`config.mk`:
```
export PLATFORM = sky130hd
export DESIGN_NAME = credential_id_rule_engine_flat
export DESIGN_NICKNAME = d
export VERILOG_FILES = /design/src/design/cre_pkg.sv /design/src/design/cre_if.sv /design/src/design/cre_state.sv /design/src/design/cre_rules.sv /design/src/design/credential_id_rule_engine.sv /design/src/flat_wrapper.sv
export SDC_FILE = /design/constraint.sdc
export NUM_CORES = 1
export LEC_CHECK = 0
export BUFFER_PORTS_ARGS = -buffer_cell sky130_fd_sc_hd__buf_4
export CAP_MARGIN = 20
export CELL_PAD_IN_SITES_DETAIL_PLACEMENT = 2
export CELL_PAD_IN_SITES_GLOBAL_PLACEMENT = 2
export CORE_MARGIN = 5
export CORE_UTILIZATION = 25
export DETAILED_ROUTE_END_ITERATION = 10
export MAX_ROUTING_LAYER = met4
export PLACE_DENSITY = 0.57
export SETUP_SLACK_MARGIN = 0.3
export SLEW_MARGIN = 20
export SYNTH_ARGS = -nofsm -noshare
export SYNTH_HDL_FRONTEND = slang
export SYNTH_SLANG_ARGS = --single-unit
```
`constraint.sdc`:
```
create_clock -name clk -period 6.7 [get_ports clk]
set_input_delay 1.005 -clock clk [delete_from_list [all_inputs] [get_ports clk]]
set_output_delay 1.005 -clock clk [all_outputs]
set_load 0.02 [all_outputs]
```
`src/design/cre_pkg.sv`:
```
`timescale 1ns / 1ps

package cre_pkg;

    // Width of one credential id.
    localparam int unsigned IdWidth = 32;

    // An id of all ones asks for the current value to be kept; set-id refuses it as invalid.
    localparam logic [IdWidth-1:0] ID_HOLD = {IdWidth{1'b1}};

    // Operation codes carried in the func field of a request.
    localparam logic [2:0] FUNC_SET_ID  = 3'd0;
    localparam logic [2:0] FUNC_SET_RE  = 3'd1;
    localparam logic [2:0] FUNC_SET_RES = 3'd2;
    localparam logic [2:0] FUNC_SET_FS  = 3'd3;
    localparam logic [2:0] FUNC_READ    = 3'd4;

    // Family select codes.
    localparam logic FAMILY_USER  = 1'b0;
    localparam logic FAMILY_GROUP = 1'b1;

    typedef logic [IdWidth-1:0] id_t;

    // Completion status of a request.
    typedef enum logic [1:0] {
        ST_OK    = 2'd0,
        ST_INVAL = 2'd1,
        ST_PERM  = 2'd2
    } status_t;

    // One credential quad.
    typedef struct packed {
        id_t real_id;
        id_t effective_id;
        id_t saved_id;
        id_t fs_id;
    } quad_t;

endpackage

```
`src/design/cre_if.sv`:
```
`timescale 1ns / 1ps

// Request channel.
interface cre_req_if;
    logic        valid;
    logic        ready;
    logic [2:0]  func;
    logic        family;
    logic [31:0] first_id;
    logic [31:0] second_id;
    logic [31:0] third_id;

    modport source (output valid, output func, output family, output first_id,
                    output second_id, output third_id, input ready);
    modport sink   (input valid, input func, input family, input first_id,
                    input second_id, input third_id, output ready);
endinterface

// Result channel.
interface cre_rsp_if;
    logic        valid;
    logic        ready;
    logic [1:0]  status;
    logic [31:0] prior_fs_id;
    logic [31:0] real_out;
    logic [31:0] effective_out;
    logic [31:0] saved_out;
    logic [31:0] fs_out;

    modport source (output valid, output status, output prior_fs_id, output real_out,
                    output effective_out, output saved_out, output fs_out,
                    input ready);
    modport sink   (input valid, input status, input prior_fs_id, input real_out,
                    input effective_out, input saved_out, input fs_out,
                    output ready);
endinterface

```
`src/design/cre_state.sv`:
```
`timescale 1ns / 1ps

module cre_state (
    input  logic          clk,
    input  logic          rst_n,
    input  logic          we,
    input  logic          family,
    input  cre_pkg::quad_t new_q,
    output cre_pkg::quad_t sel_q,
    output logic          priv
);
    import cre_pkg::*;

    quad_t user_q_reg;
    quad_t user_q_next;
    quad_t group_q_reg;
    quad_t group_q_next;

    // Only the selected family is written; a refused request writes back
    // the old values.
    always_comb
    begin
        user_q_next  = user_q_reg;
        group_q_next = group_q_reg;
        if (we)
        begin
            if (family == FAMILY_GROUP)
            begin
                group_q_next = new_q;
            end
            else
            begin
                user_q_next = new_q;
            end
        end
    end

    always_ff @(posedge clk or negedge rst_n)
    begin
        if (!rst_n)
        begin
            user_q_reg  <= '0;
            group_q_reg <= '0;
        end
        else
        begin
            user_q_reg  <= user_q_next;
            group_q_reg <= group_q_next;
        end
    end

    // Selected quad and the privilege test, which looks at the user
    // effective id for both families.
    assign sel_q = (family == FAMILY_GROUP) ? group_q_reg : user_q_reg;
    assign priv  = (user_q_reg.effective_id == '0);

endmodule

```
`src/design/cre_rules.sv`:
```
`timescale 1ns / 1ps

module cre_rules (
    input  logic           [2:0] func,
    input  cre_pkg::id_t         first_id,
    input  cre_pkg::id_t         second_id,
    input  cre_pkg::id_t         third_id,
    input  cre_pkg::quad_t       cur_q,
    input  logic                 priv,
    output cre_pkg::status_t     status,
    output cre_pkg::quad_t       next_q
);
    import cre_pkg::*;

    logic a_keep;
    logic b_keep;
    logic c_keep;
    logic a_in_re;
    logic a_in_rs;
    logic a_in_res;
    logic b_in_re;
    logic b_in_res;
    logic c_in_res;
    logic a_in_all;

    // Membership tests against the current quad.
    always_comb
    begin
        a_keep   = (first_id == ID_HOLD);
        b_keep   = (second_id == ID_HOLD);
        c_keep   = (third_id == ID_HOLD);
        a_in_re  = (first_id == cur_q.real_id) || (first_id == cur_q.effective_id);
        a_in_rs  = (first_id == cur_q.real_id) || (first_id == cur_q.saved_id);
        a_in_res = a_in_re || (first_id == cur_q.saved_id);
        a_in_all = a_in_res || (first_id == cur_q.fs_id);
        b_in_re  = (second_id == cur_q.real_id) || (second_id == cur_q.effective_id);
        b_in_res = b_in_re || (second_id == cur_q.saved_id);
        c_in_res = (third_id == cur_q.real_id) || (third_id == cur_q.effective_id)
                   || (third_id == cur_q.saved_id);
    end

    // Permission checks and the new quad; a refused request keeps the quad.
    always_comb
    begin
        status = ST_OK;
        next_q = cur_q;
        case (func)
            FUNC_SET_ID:
            begin
                if (a_keep)
                begin
                    status = ST_INVAL;
                end
                else if (priv)
                begin
                    next_q.real_id      = first_id;
                    next_q.effective_id = first_id;
                    next_q.saved_id     = first_id;
                    next_q.fs_id        = first_id;
                end
                else if (a_in_rs)
                begin
                    next_q.effective_id = first_id;
                    next_q.fs_id        = first_id;
                end
                else
                begin
                    status = ST_PERM;
                end
            end
            FUNC_SET_RE:
            begin
                if ((!a_keep && !(priv || a_in_re)) || (!b_keep && !(priv || b_in_res)))
                begin
                    status = ST_PERM;
                end
                else
                begin
                    if (!a_keep)
                    begin
                        next_q.real_id = first_id;
                    end
                    if (!b_keep)
                    begin
                        next_q.effective_id = second_id;
                    end
                    // The saved id follows the new effective id when the real
                    // id is set or the effective id moves away from the real.
                    if (!a_keep || (!b_keep && (second_id != cur_q.real_id)))
                    begin
                        next_q.saved_id = next_q.effective_id;
                    end
                    next_q.fs_id = next_q.effective_id;
                end
            end
            FUNC_SET_RES:
            begin
                if (!priv && ((!a_keep && !a_in_res) || (!b_keep && !b_in_res)
                              || (!c_keep && !c_in_res)))
                begin
                    status = ST_PERM;
                end
                else
                begin
                    if (!a_keep)
                    begin
                        next_q.real_id = first_id;
                    end
                    if (!b_keep)
                    begin
                        next_q.effective_id = second_id;
                    end
                    if (!c_keep)
                    begin
                        next_q.saved_id = third_id;
                    end
                    next_q.fs_id = next_q.effective_id;
                end
            end
            FUNC_SET_FS:
            begin
                // Never reports an error; an id that is not allowed is ignored.
                if (!a_keep && (priv || a_in_all))
                begin
                    next_q.fs_id = first_id;
                end
            end
            FUNC_READ:
            begin
                status = ST_OK;
            end
            default:
            begin
                status = ST_INVAL;
            end
        endcase
    end

endmodule

```
`src/design/credential_id_rule_engine.sv`:
```
`timescale 1ns / 1ps

// Credential id rule engine. The block holds a user and a group credential
// quad (real, effective, saved and filesystem id) and applies the set-id
// permission and saved-id rules to the quad that each request selects; a
// refused request changes nothing. Every request gives exactly one result
// with the status, the filesystem id before the request and the quad after
// it. A request is registered on entry, the rules are evaluated against the
// credential registers, and the result is registered. One request is accepted
// in every cycle while results are taken; the rate is one request per cycle,
// set by the single read-modify-write of the credential registers. After
// reset both quads are zero, so the caller starts privileged.
module credential_id_rule_engine (
    input  logic clk,
    input  logic rst_n,
    cre_req_if.sink   req,
    cre_rsp_if.source rsp
);
    import cre_pkg::*;

    // Input register.
    logic       s1_valid_reg;
    logic [2:0] s1_func_reg;
    logic       s1_family_reg;
    id_t        s1_first_reg;
    id_t        s1_second_reg;
    id_t        s1_third_reg;

    // Result register.
    logic       out_valid_reg;
    status_t    out_status_reg;
    id_t        out_prior_fs_reg;
    quad_t      out_q_reg;

    logic       advance;
    logic       take_req;
    quad_t      sel_q;
    quad_t      next_q;
    logic       priv;
    status_t    status;

    // The input stage moves on when the result register is empty or is
    // being emptied in this cycle.
    assign advance  = s1_valid_reg && (!out_valid_reg || rsp.ready);
    assign req.ready = !s1_valid_reg || advance;
    assign take_req = req.valid && req.ready;

    always_ff @(posedge clk or negedge rst_n)
    begin
        if (!rst_n)
        begin
            s1_valid_reg <= 1'b0;
        end
        else if (req.ready)
        begin
            s1_valid_reg <= req.valid;
        end
    end

    always_ff @(posedge clk)
    begin
        if (take_req)
        begin
            s1_func_reg   <= req.func;
            s1_family_reg <= req.family;
            s1_first_reg  <= req.first_id;
            s1_second_reg <= req.second_id;
            s1_third_reg  <= req.third_id;
        end
    end

    // Credential registers.
    cre_state u_state (
        .clk    (clk),
        .rst_n  (rst_n),
        .we     (advance),
        .family (s1_family_reg),
        .new_q  (next_q),
        .sel_q  (sel_q),
        .priv   (priv)
    );

    // Permission and saved-id rules.
    cre_rules u_rules (
        .func      (s1_func_reg),
        .first_id  (s1_first_reg),
        .second_id (s1_second_reg),
        .third_id  (s1_third_reg),
        .cur_q     (sel_q),
        .priv      (priv),
        .status    (status),
        .next_q    (next_q)
    );

    // Result register.
    always_ff @(posedge clk or negedge rst_n)
    begin
        if (!rst_n)
        begin
            out_valid_reg <= 1'b0;
        end
        else if (advance)
        begin
            out_valid_reg <= 1'b1;
        end
        else if (rsp.ready)
        begin
            out_valid_reg <= 1'b0;
        end
    end

    always_ff @(posedge clk)
    begin
        if (advance)
        begin
            out_status_reg   <= status;
            out_prior_fs_reg <= sel_q.fs_id;
            out_q_reg        <= next_q;
        end
    end

    assign rsp.valid         = out_valid_reg;
    assign rsp.status        = out_status_reg;
    assign rsp.prior_fs_id   = out_prior_fs_reg;
    assign rsp.real_out      = out_q_reg.real_id;
    assign rsp.effective_out = out_q_reg.effective_id;
    assign rsp.saved_out     = out_q_reg.saved_id;
    assign rsp.fs_out        = out_q_reg.fs_id;

    // A failed request leaves the filesystem id as it was.
    assert property (@(posedge clk) disable iff (!rst_n)
        (rsp.valid && (rsp.status != ST_OK)) |-> (rsp.prior_fs_id == rsp.fs_out))
        else $error("failed request changed the filesystem id");

    // A held input stage behind a stalled result must block new requests.
    assert property (@(posedge clk) disable iff (!rst_n)
        (s1_valid_reg && out_valid_reg && !rsp.ready) |-> !req.ready)
        else $error("request accepted while the pipeline is stalled");

    // Every successful set of the effective id also sets the filesystem id.
    assert property (@(posedge clk) disable iff (!rst_n)
        (advance && (status == ST_OK) && ((s1_func_reg == FUNC_SET_ID)
            || (s1_func_reg == FUNC_SET_RE) || (s1_func_reg == FUNC_SET_RES)))
        |=> (rsp.fs_out == rsp.effective_out))
        else $error("filesystem id does not follow the effective id");

    // A read changes neither the quad nor reports an error.
    assert property (@(posedge clk) disable iff (!rst_n)
        (advance && (s1_func_reg == FUNC_READ))
        |=> ((rsp.status == ST_OK) && (rsp.fs_out == rsp.prior_fs_id)))
        else $error("read request altered state");

endmodule

```
`src/flat_wrapper.sv`:
```
// flat-port wrapper written by rule: the top's interface ports become plain ports
module credential_id_rule_engine_flat import cre_pkg::*;
  (clk, rst_n, req_valid, req_func, req_family, req_first_id, req_second_id, req_third_id, req_ready, rsp_valid, rsp_status, rsp_prior_fs_id, rsp_real_out, rsp_effective_out, rsp_saved_out, rsp_fs_out, rsp_ready);
  cre_req_if req_i ();
  cre_rsp_if rsp_i ();
  input  logic clk;
  input  logic rst_n;
  input wire logic [$bits(req_i.valid)-1:0] req_valid;
  input wire logic [$bits(req_i.func)-1:0] req_func;
  input wire logic [$bits(req_i.family)-1:0] req_family;
  input wire logic [$bits(req_i.first_id)-1:0] req_first_id;
  input wire logic [$bits(req_i.second_id)-1:0] req_second_id;
  input wire logic [$bits(req_i.third_id)-1:0] req_third_id;
  output wire logic [$bits(req_i.ready)-1:0] req_ready;
  output wire logic [$bits(rsp_i.valid)-1:0] rsp_valid;
  output wire logic [$bits(rsp_i.status)-1:0] rsp_status;
  output wire logic [$bits(rsp_i.prior_fs_id)-1:0] rsp_prior_fs_id;
  output wire logic [$bits(rsp_i.real_out)-1:0] rsp_real_out;
  output wire logic [$bits(rsp_i.effective_out)-1:0] rsp_effective_out;
  output wire logic [$bits(rsp_i.saved_out)-1:0] rsp_saved_out;
  output wire logic [$bits(rsp_i.fs_out)-1:0] rsp_fs_out;
  input wire logic [$bits(rsp_i.ready)-1:0] rsp_ready;
  assign req_i.valid = req_valid;
  assign req_i.func = req_func;
  assign req_i.family = req_family;
  assign req_i.first_id = req_first_id;
  assign req_i.second_id = req_second_id;
  assign req_i.third_id = req_third_id;
  assign req_ready = req_i.ready;
  assign rsp_valid = rsp_i.valid;
  assign rsp_status = rsp_i.status;
  assign rsp_prior_fs_id = rsp_i.prior_fs_id;
  assign rsp_real_out = rsp_i.real_out;
  assign rsp_effective_out = rsp_i.effective_out;
  assign rsp_saved_out = rsp_i.saved_out;
  assign rsp_fs_out = rsp_i.fs_out;
  assign rsp_i.ready = rsp_ready;
  credential_id_rule_engine u_core (.clk(clk), .rst_n(rst_n), .req(req_i), .rsp(rsp_i));
endmodule
```
-- Yosys cells after proc, flatten, opt, wreduce, memory -nomap -nowiden
Index checks and enable logic that the tools add are counted.
- register bits after elaboration: 520
- bits of input ports: 104
- output and inout port bits: 164
- logic and storage cells: 109
- equality and inequality tests: 18
- muxes and demuxes: 25
- bitwise operators: 1
- reduce and logical (&&, ||, !) cells: 44
- operators by type and width (kind ; number):
    $mux W128 ; 4
    $mux W32 ; 11
    $eq A32 B32 Y1 ; 10
    $pmux W96 S3 ; 1
    $pmux W32 S4 ; 1
    $eq A32 B32 Y1 const B ; 3
    $logic_not A32 Y1 ; 1
    $ne A32 B32 Y1 ; 1
    $logic_or A1 B1 Y1 ; 17
    $logic_not A1 Y1 ; 11
    $logic_and A1 B1 Y1 ; 10
    $mux W2 ; 5
    $pmux W2 S4 ; 1
    $eq A3 B2 Y1 const B ; 2
    $reduce_and A2 Y1 ; 2
    $eq A3 B1 Y1 const B ; 1
    $eq A3 B3 Y1 const B ; 1
    $logic_not A3 Y1 ; 1
    $mux W1 ; 2
    $reduce_bool A2 Y1 ; 1
    $reduce_or A2 Y1 ; 1
    $not A1 Y1 ; 1

-- Depth between registers and ports, before layout
Gate-level depths: netlist of run 1.
- depth in word-level cells: 11
- depth in mapped cells: 17
- mapped depth without buffers: 11

-- By module
Synthesis of run 1 repeated with hierarchy kept, for this count alone.
- cells, all modules: 2559
- area total of the unflattened synthesis: 29619.7 sq um
- by module, submodules not included (module ; times used ; cells each ; area an instance (sq um) ; sequential area each (sq um)):
    cre_state ; 1 ; 695 ; 11054.4 ; 6406.1
    cre_rules ; 1 ; 1594 ; 10593.9 ; 0.0
    credential_id_rule_engine ; 1 ; 270 ; 7971.4 ; 7917.6

-- Worst setup path after synthesis of run 1
Ideal clock, no wire load.
- kind: input to register
- start: in rsp_ready
- end: reg u_core.u_state.group_q_reg[43] (netlist name)
- library setup time: 0.066 ns
- arrival: 5.691 ns
- required time: 6.634 ns
- slack: 0.943 ns
- stages on the path: 9
- buffers on the path: 2
- cell sequence: nand2b_1 nand2_1 inv_1 nand2_1 nor2_1 clkbuf_1 clkbuf_1 nand2_1 nand2_1
- longest elaborated chain between the ends: 3
- RTL lines (element ; RTL line ; text):
    start, declared ; flat_wrapper.sv:22 ; input wire logic [$bits(rsp_i.ready)-1:0] rsp_ready;
    $logic_or A1 B1 Y1 ; credential_id_rule_engine.sv:44 ; assign advance = s1_valid_reg && (!out_valid_reg || rsp.ready);
    $logic_and A1 B1 Y1 ; credential_id_rule_engine.sv:44 ;
    via u_core.advance ; credential_id_rule_engine.sv:35 ; logic advance;
    $reduce_and A2 Y1 (no source line) ; n/a ;
    end signal, assigned ; cre_state.sv:48 ; group_q_reg <= group_q_next;
    end, declared ; cre_state.sv:16 ; quad_t group_q_reg;
The timed path passes the listed nets, and every way through them passes these cells.
A chain may end at the register's enable or synchronous reset.

==> results of run 1 <==
-- per-stage QoR --
| stage | hold WS (ps) | power (mW) | worst slack, ps | utilization |
|---|---|---|---|---|
| floorplan | 444 | 9.94 | 943 | - |
| global placement | 464 | 13.5 | 1160 | 0.286 |
| detailed placement | 478 | 13.6 | 1130 | 0.286 |
| CTS | 380 | 17.4 | 1120 | 0.303 |
| global route | 389 | 18.1 | 965 | 0.303 |
| finish | 346 | 17.3 | 918 | 0.303 |
-- report_power, final --
part	total, mW	leakage (nW)	switching [mW]	internal (mW)
Combinational	8.25	7.41	5.38	2.87
Clock	3.70	1.06	1.53	2.18
Sequential	5.37	5.90	0.911	4.46
Total	17.3	14.4	7.82	9.51
-- critical path, stage by stage, from the launching register on --
cell	delay, ps
sky130_fd_sc_hd__edfxtp_1	460
sky130_fd_sc_hd__buf_12	300
sky130_fd_sc_hd__buf_4	340
sky130_fd_sc_hd__mux2i_2	700
sky130_fd_sc_hd__xnor2_1	150
sky130_fd_sc_hd__nor4_1	630
sky130_fd_sc_hd__nand4_1	190
sky130_fd_sc_hd__nor2_2	460
sky130_fd_sc_hd__nor3_2	170
sky130_fd_sc_hd__o31a_2	470
sky130_fd_sc_hd__buf_12	220
sky130_fd_sc_hd__o31ai_2	690
sky130_fd_sc_hd__a21oi_1	160
sky130_fd_sc_hd__a41oi_1	410
sky130_fd_sc_hd__mux2_2	240
-- routing by layer --
layer	wire (um)	up-vias	GRT usage
met2	83300	1138	0.428
met5	0	-	-
li1	-	12000	-
met4	9510	0	0.128
met1	73300	15000	0.328
met3	10200	340	0.0411
-- cells by family after synthesis --
group / count (synthesis)
mux: 224
flops: 520
xor+xnor: 320
simple gates: 758
buf+inv: 381
compound gates: 889
-- cell usage in the layout, fill, tap and decap left out, types with 98 or more instances in the layout --
| cell type | Yosys | routed |
|---|---|---|
| sky130_fd_sc_hd__nor2_1 | 104 | 98 |
| sky130_fd_sc_hd__dfrtp_1 | 258 | 258 |
| sky130_fd_sc_hd__nand2_1 | 276 | 270 |
| sky130_fd_sc_hd__buf_4 | 8 | 422 |
| sky130_fd_sc_hd__xnor2_1 | 278 | 278 |
| sky130_fd_sc_hd__mux2_2 | 103 | 103 |
| sky130_fd_sc_hd__a21oi_1 | 148 | 146 |
| sky130_fd_sc_hd__nand3_1 | 122 | 122 |
| sky130_fd_sc_hd__edfxtp_1 | 262 | 262 |
| sky130_fd_sc_hd__o21ai_0 | 227 | 218 |
-- layout make-up --
type,instances,area (um2)
fillers,13800,87200
multi-input cells,2191,15700
flip-flops and latches,520,14300
repair buffers,433,3380
well taps,1650,2060
clock buffers,89,1840
inverters,92,353
clock inverters,32,344
diodes,8,20.0
-- path summary, 6_finish.rpt --
check | slack [ps] | to | start | depth (start not counted)
worst max-delay path | 920 | u_core.u_state.group_q_reg[113]$_DFFE_PN0P_ | u_core.s1_family_reg$_DFFE_PP_ | 14
worst min-delay path | 350 | u_core.u_state.group_q_reg[20]$_DFFE_PN0P_ | rst_n | 1
worst max register to register | 920 | u_core.u_state.group_q_reg[113]$_DFFE_PN0P_ | u_core.s1_family_reg$_DFFE_PP_ | 14
worst min register to register | 490 | u_core.u_state.user_q_reg[31]$_DFFE_PN0P_ | u_core.u_state.user_q_reg[31]$_DFFE_PN0P_ | 1
max in group asynchronous | 4780 | u_core.u_state.group_q_reg[38]$_DFFE_PN0P_ | rst_n | 2
min in group clk | 490 | u_core.u_state.user_q_reg[31]$_DFFE_PN0P_ | u_core.u_state.user_q_reg[31]$_DFFE_PN0P_ | 1
==> reports/qor.txt, run 1 <==
OUTCOME
--------------------------------------------------------------------------------------------------------
Status                                                                                         completed

SYNTH
--------------------------------------------------------------------------------------------------------
Post-synthesis share of cell area spent on and, or, nand and nor gates                             0.117
Area fraction of the dominant cell type after synthesis                                            0.250
Mapped Avg Cell Area                                                                            10.2 um2
Count of flip-flops with a built-in enable after synthesis                                           262
Cell count after synthesis                                                                         3,092
Commonest cells post-synth                                                                  278 x sky130_fd_sc_hd__xnor2_1, 276 x sky130_fd_sc_hd__nand2_1, 262 x sky130_fd_sc_hd__edfxtp_1
Yosys reg bits                                                                                       520
Post-synthesis adder-cell area fraction                                                                0
Async SR Flop Fraction                                                                             0.496
Area fraction in compound gates after synthesis                                                    0.194
Largest area contributor in the netlist                                                     sky130_fd_sc_hd__edfxtp_1
Most common cell in the netlist                                                             sky130_fd_sc_hd__xnor2_1
Cell variety after synth                                                                              77
Fraction of the yosys area taken by sequential cells                                               0.456
Synthesized Nets                                                                                   3,196
Largest family of logic cells by synthesized area                                           compound AO/OA/AOI/OAI gates
Mapped Area                                                                                   0.0314 mm2
Mux contribution to synthesized area                                                              0.0943
Area contributors post-synth                                                                sky130_fd_sc_hd__edfxtp_1 25%, sky130_fd_sc_hd__dfrtp_1 21%, sky130_fd_sc_hd__xnor2_1 7.8%
Dominant synthesized flop cell                                                              sky130_fd_sc_hd__edfxtp_1
Number of warnings printed during yosys synthesis                                                      0
Area share of xor/xnor cells in the synthesized design                                            0.0892

CRITICAL PATH
--------------------------------------------------------------------------------------------------------
Type of the worst setup path                                                                flop to flop
WP data required                                                                                 7300 ps
Nature of the critical path endpoint                                                                flop
Critical path arrival                                                                            6390 ps
Crit Path Max Fanout                                                                                  56
Critical Path Start Type                                                                            flop

DETAILED ROUTING
--------------------------------------------------------------------------------------------------------
Number of iterations in the first detailed-routing pass                                                5
Final wirelength                                                                              176,000 um
Wirelength per Cell                                                                              35.2 um
Ratio of routed vias to standard cells                                                              5.66
Drc violations                                                                                         0
Overall via count from detail_route                                                               28,400
Number of nets with antenna violations after routing                                                   0
Number of DRC markers in iteration 0                                                               2,647

GLOBAL ROUTE
--------------------------------------------------------------------------------------------------------
GRT Total Usage                                                                                    0.266
Vias in the first global route                                                                    29,400
Overflow after GRT                                                                                     0
Pin count of the biggest net entering global routing                                                 111
Number of antenna violations at the first check in global routing                                     13
Global-route wire length before repair                                                        243,000 um

FINAL LAYOUT
--------------------------------------------------------------------------------------------------------
Growth of design area from synthesis to finish                                                     21.0%
Net count of the finished layout                                                                   3,410
Final design instance area without fill                                                       0.0380 mm2
Non-filler cells in the finished layout                                                            5,015
Fraction of layout instances using a drive strength above 1                                        0.232

CLOCK TREE
--------------------------------------------------------------------------------------------------------
H-Tree Depth                                                                                           3
Setup repair bufs after CTS                                                                            0
Clock sink total                                                                                     520
Post-CTS clock slew at the launch and capture registers of the worst setup and hold paths          70 ps
CTS tree                                                                                           built
CTS hold repair buffers                                                                                0
Buffer type at the clock tree root                                                          sky130_fd_sc_hd__clkbuf_16
Clk_lat worst skew                                                                                660 ps
Number of gates resized after CTS                                                                      0
TritonCTS Buffers                                                                                     68
Maximum count of clock buffers along a single path                                                     3

STA
--------------------------------------------------------------------------------------------------------
Share of the clock period used by the worst path                                                   0.863
Actual slew at the worst max-slew pin                                                            1240 ps
Setup repair after global routing missed its margin                                                   no
Setup-violating endpoint count in the final report                                                     0
Normalized max-slew margin                                                                         0.164
Crit path time final                                                                             5780 ps
Highest achievable clock rate                                                                  0.173 GHz
Final Max Slew Viols                                                                                   0
Largest clock skew in the final design                                                           39.0 ps
Fin. Hold Viols                                                                                        0
Fin Setup TNS                                                                                       0 ps

FLOORPLAN
--------------------------------------------------------------------------------------------------------
Die Span Y                                                                                        364 um
Row Count                                                                                            130
Area of the die                                                                                0.133 mm2
Std-Cell Core Area                                                                             0.125 mm2
Initial standard-cell utilization of the core                                                      0.251
Number of top-level pins                                                                             268
Die Span X                                                                                        364 um

RUN
--------------------------------------------------------------------------------------------------------
Max-capacitance violation count                                                                        0

POWER AND IR DROP
--------------------------------------------------------------------------------------------------------
Worst VDD drop                                                                                  0.230 mV
Power Density                                                                                 456 mW/mm2
Static Leak                                                                                      14.4 nW

WORST HOLD PATH
--------------------------------------------------------------------------------------------------------
Type of the tightest min-delay check                                                        primary input to asynchronous set/reset pin

PLACE
--------------------------------------------------------------------------------------------------------
Instance area at placement                                                                    0.0358 mm2
Final RePlAce weighted congestion                                                                  0.998
Count of port buffers added during placement                                                         267
Estimated wirelength of the detail-placed design                                              130,000 um
Number of cells in the design after placement                                                      4,886

(Power assumes the default switching activity.)
==> run 2: changes to the inputs <==
--- a/config.mk
+++ b/config.mk
@@ -13,9 +13,10 @@
 export CORE_UTILIZATION = 25
 export DETAILED_ROUTE_END_ITERATION = 10
 export MAX_ROUTING_LAYER = met4
-export PLACE_DENSITY = 0.57
+export PLACE_DENSITY = 0.56
 export SETUP_SLACK_MARGIN = 0.3
 export SLEW_MARGIN = 20
 export SYNTH_ARGS = -nofsm -noshare
 export SYNTH_HDL_FRONTEND = slang
+export SYNTH_HIERARCHICAL = 1
 export SYNTH_SLANG_ARGS = --single-unit
==> run 2 against run 1 <==
Effect of this change: hold slack worse by 78 ps; largest cell class is now flip-flops and latches; routed wire length down 15%; flip-flop and latch count unchanged.
==> reports/qor.txt, run 2 <==
CLOCK TREE
--------------------------------------------------------------------------------------------------------
Post-CTS clock slew at the launch and capture registers of the worst setup and hold paths          60 ps   was 70 ps
Setup repair bufs after CTS                                                                            0   unchanged
Maximum count of clock buffers along a single path                                                     3   unchanged
H-Tree Depth                                                                                           2   was 3
CTS hold repair buffers                                                                                0   unchanged
Number of gates resized after CTS                                                                      0   unchanged
Buffer type at the clock tree root                                                          sky130_fd_sc_hd__clkbuf_16   unchanged
Clk_lat worst skew                                                                                690 ps   was 660 ps
Clock sink total                                                                                     520   unchanged
CTS tree                                                                                           built   unchanged
TritonCTS Buffers                                                                                     61   was 68

CRITICAL PATH
--------------------------------------------------------------------------------------------------------
Crit Path Max Fanout                                                                                  89   was 56
Worst setup path startpoint                                                                 u_core/s1_family_reg$_DFFE_PP_   was u_core.s1_family_reg$_DFFE_PP_
Critical path arrival                                                                            6550 ps   was 6390 ps
Reg-to-reg startpoint                                                                       u_core/s1_family_reg$_DFFE_PP_   was u_core.s1_family_reg$_DFFE_PP_
Highest cell delay on the worst timing path                                                       620 ps   was 700 ps
Setup slack, reg-to-reg                                                                           700 ps   was 920 ps
List of cells traversed by the critical path                                                buf_12 > mux2_2 > xor2_1 > nor4_1 > nand4_1 > o22ai_1 > o22a_2 > a21o_1 > buf_4 > mux2_2 > a222oi_1 > o21ai_1 > mux2_1   was buf_12 > buf_4 > mux2i_2 > xnor2_1 > nor4_1 > nand4_1 > nor2_2 > nor3_2 > o31a_2 > buf_12 > o31ai_2 > a21oi_1 > a41oi_1 > mux2_2
Buffers and inverters on the worst path                                                                2   was 3
Library cell appearing most often on the critical path                                      sky130_fd_sc_hd__mux2_2   was sky130_fd_sc_hd__buf_12
WP data required                                                                                 7250 ps   was 7300 ps
Type of the worst setup path                                                                flop to flop   unchanged
Nature of the critical path endpoint                                                                flop   unchanged
Critical-path cell with the highest stage delay                                             sky130_fd_sc_hd__nor4_1   was sky130_fd_sc_hd__mux2i_2
Critical Path Start Type                                                                            flop   unchanged
Largest delay share family, worst path                                                      compound AO/OA/AOI/OAI gates   unchanged

SYNTH
--------------------------------------------------------------------------------------------------------
Largest area contributor in the netlist                                                     sky130_fd_sc_hd__edfxtp_1   unchanged
Synthesized Nets                                                                                   2,663   was 3,196
Mapped Area                                                                                   0.0296 mm2   was 0.0314 mm2
Cell count after synthesis                                                                         2,559   was 3,092
Fraction of the yosys area taken by sequential cells                                               0.484   was 0.456
Commonest cells post-synth                                                                  305 x sky130_fd_sc_hd__mux2_2, 262 x sky130_fd_sc_hd__edfxtp_1, 258 x sky130_fd_sc_hd__dfrtp_1   was 278 x sky130_fd_sc_hd__xnor2_1, 276 x sky130_fd_sc_hd__nand2_1, 262 x sky130_fd_sc_hd__edfxtp_1
Dominant synthesized flop cell                                                              sky130_fd_sc_hd__edfxtp_1   unchanged
Count of flip-flops with a built-in enable after synthesis                                           262   unchanged
Async SR Flop Fraction                                                                             0.496   unchanged
Most common cell in the netlist                                                             sky130_fd_sc_hd__mux2_2   was sky130_fd_sc_hd__xnor2_1
Cell variety after synth                                                                              62   was 77
Yosys reg bits                                                                                       520   unchanged
Area fraction of the dominant cell type after synthesis                                            0.266   was 0.250
Area contributors post-synth                                                                sky130_fd_sc_hd__edfxtp_1 27%, sky130_fd_sc_hd__dfrtp_1 22%, sky130_fd_sc_hd__mux2_2 12%   was sky130_fd_sc_hd__edfxtp_1 25%, sky130_fd_sc_hd__dfrtp_1 21%, sky130_fd_sc_hd__xnor2_1 7.8%
Number of warnings printed during yosys synthesis                                                      6   was 0
Mapped Avg Cell Area                                                                            11.6 um2   was 10.2 um2

DETAILED ROUTING
--------------------------------------------------------------------------------------------------------
Number of iterations in the first detailed-routing pass                                                5   unchanged
Number of nets with antenna violations after routing                                                   0   unchanged
Routed met2 length                                                                             68,900 um   was 83,300 um
Routed wire length on met3                                                                       9760 um   was 10,200 um
Number of DRC markers in iteration 0                                                               1,740   was 2,647
Overall via count from detail_route                                                               23,600   was 28,400
Wirelength per Cell                                                                              35.3 um   was 35.2 um
Met1 WL                                                                                        63,900 um   was 73,300 um
Drc violations                                                                                         0   unchanged
Uppermost layer routed                                                                              met4   unchanged
Final wirelength                                                                              151,000 um   was 176,000 um
Ratio of routed vias to standard cells                                                              5.55   was 5.66

GLOBAL ROUTE
--------------------------------------------------------------------------------------------------------
Global-route wire length before repair                                                        208,000 um   was 243,000 um
GRT Total Usage                                                                                    0.238   was 0.266
Number of antenna violations at the first check in global routing                                      9   was 13
Vias in the first global route                                                                    25,400   was 29,400
Overflow after GRT                                                                                     0   unchanged
Pin count of the biggest net entering global routing                                                 133   was 111

STA
--------------------------------------------------------------------------------------------------------
Crit path time final                                                                             6000 ps   was 5780 ps
Fin. Hold Viols                                                                                        0   unchanged
Final Max Slew Viols                                                                                   0   unchanged
Setup repair after global routing missed its margin                                                   no   unchanged
Largest clock skew in the final design                                                           31.4 ps   was 39.0 ps
Setup-violating endpoint count in the final report                                                     0   unchanged
Fin Setup TNS                                                                                       0 ps   unchanged
Share of the clock period used by the worst path                                                   0.896   was 0.863
Worst setup slack after layout                                                                    697 ps   was 918 ps
Normalized max-slew margin                                                                         0.248   was 0.164
Highest achievable clock rate                                                                  0.167 GHz   was 0.173 GHz
Actual slew at the worst max-slew pin                                                            1130 ps   was 1240 ps

FLOORPLAN
--------------------------------------------------------------------------------------------------------
Area of the die                                                                                0.125 mm2   was 0.133 mm2
Initial standard-cell utilization of the core                                                      0.251   about the same
Die Span X                                                                                        354 um   was 364 um
Number of top-level pins                                                                             268   unchanged
Std-Cell Core Area                                                                             0.118 mm2   was 0.125 mm2
Row Count                                                                                            126   was 130
Die Span Y                                                                                        354 um   was 364 um

FINAL LAYOUT
--------------------------------------------------------------------------------------------------------
Growth of design area from synthesis to finish                                                     18.3%   was 21.0%
Fraction of layout instances using a drive strength above 1                                        0.293   was 0.232
Net count of the finished layout                                                                   2,775   was 3,410
Most used cells in the layout excluding fill and tap cells                                  332 x sky130_fd_sc_hd__buf_4, 305 x sky130_fd_sc_hd__mux2_2, 262 x sky130_fd_sc_hd__edfxtp_1   was 422 x sky130_fd_sc_hd__buf_4, 278 x sky130_fd_sc_hd__xnor2_1, 270 x sky130_fd_sc_hd__nand2_1
Register cell area after layout                                                               0.0143 mm2   unchanged
Leading cell type in the layout, fill and taps excluded                                     sky130_fd_sc_hd__buf_4   unchanged
Final design instance area without fill                                                       0.0350 mm2   was 0.0380 mm2
Multi-input logic area                                                                        0.0140 mm2   was 0.0157 mm2
Fill cell instance count of the final layout                                                      12,600   was 13,800

PLACE
--------------------------------------------------------------------------------------------------------
Instance area at placement                                                                    0.0329 mm2   was 0.0358 mm2
Count of port buffers added during placement                                                         267   unchanged
Final RePlAce weighted congestion                                                                  0.964   was 0.998
Estimated wirelength of the detail-placed design                                              107,000 um   was 130,000 um
Post-placement setup slack                                                                        956 ps   was 1130 ps

OUTCOME
--------------------------------------------------------------------------------------------------------
Status                                                                                         completed   unchanged

WORST HOLD PATH
--------------------------------------------------------------------------------------------------------
Type of the tightest min-delay check                                                        primary input to asynchronous set/reset pin   unchanged

POWER AND IR DROP
--------------------------------------------------------------------------------------------------------
Power Density                                                                                 384 mW/mm2   was 456 mW/mm2
Worst VDD drop                                                                                  0.206 mV   was 0.230 mV
Static Leak                                                                                      14.4 nW   about the same

RUN
--------------------------------------------------------------------------------------------------------
Max-capacitance violation count                                                                        0   unchanged

## run 2: area by class of cell
type                            instances  area share
Multi-Input combinational cell       1729       0.399
Antenna cell                            5    0.000357
Timing Repair Buffer                  339      0.0748
Sequential cell                       520       0.409
Tap cell                             1536      0.0548
Inverter                               20     0.00214
Clock inverter                         45      0.0146
Clock buffer                           70      0.0454
## run 2: logic make-up (layout without fill, tap and decap cells)
family,Yosys count,after routing,share of synthesized area
AOI/OAI and AO/OA,567,567,0.136
DFF,520,520,0.484
muxes,436,436,0.165
and+or+nand+nor,413,413,0.0746
xor gates and xnor gates,313,313,0.0926
buffers and inverters,310,474,0.0480
other,0,5,0
## run 2: worst paths after layout
kind	cells past startpoint	endpoint
max	13	u_core/u_state/group_q_reg[94]$_DFFE_PN0P_
min	1	u_core/u_state/user_q_reg[125]$_DFFE_PN0P_
max reg2reg	13	u_core/u_state/group_q_reg[94]$_DFFE_PN0P_
min reg2reg	1	u_core/u_state/group_q_reg[33]$_DFFE_PN0P_
max in group asynchronous	2	u_core/u_state/user_q_reg[12]$_DFFE_PN0P_
min in group clk	1	u_core/u_state/group_q_reg[33]$_DFFE_PN0P_
## run 2: per-layer routing
layer	global-route usage	up-vias
met5	-	-
met4	0.108	0
met3	0.0462	307
met2	0.372	967
met1	0.299	12600
li1	-	9790
## run 2: power by group
group | internal [mW] | total (mW) | leakage, nW | switching [mW]
clock network | 2.06 | 3.52 | 1.02 | 1.46
logic | 1.92 | 5.02 | 7.32 | 3.10
registers | 4.32 | 4.92 | 6.05 | 0.600
total | 8.29 | 13.5 | 14.4 | 5.16
## run 2: stage by stage
stage / std cells / util / hold slack (ps) / power, mW
after global routing: 4262 / 0.297 / 311 / 14.1
after floorplan: 2559 / - / 459 / 7.93
after global placement: 4143 / 0.279 / 467 / 9.75
after detailed placement: 4144 / 0.279 / 478 / 9.94
after CTS: 4259 / 0.297 / 282 / 13.5
final: 4264 / 0.297 / 268 / 13.5
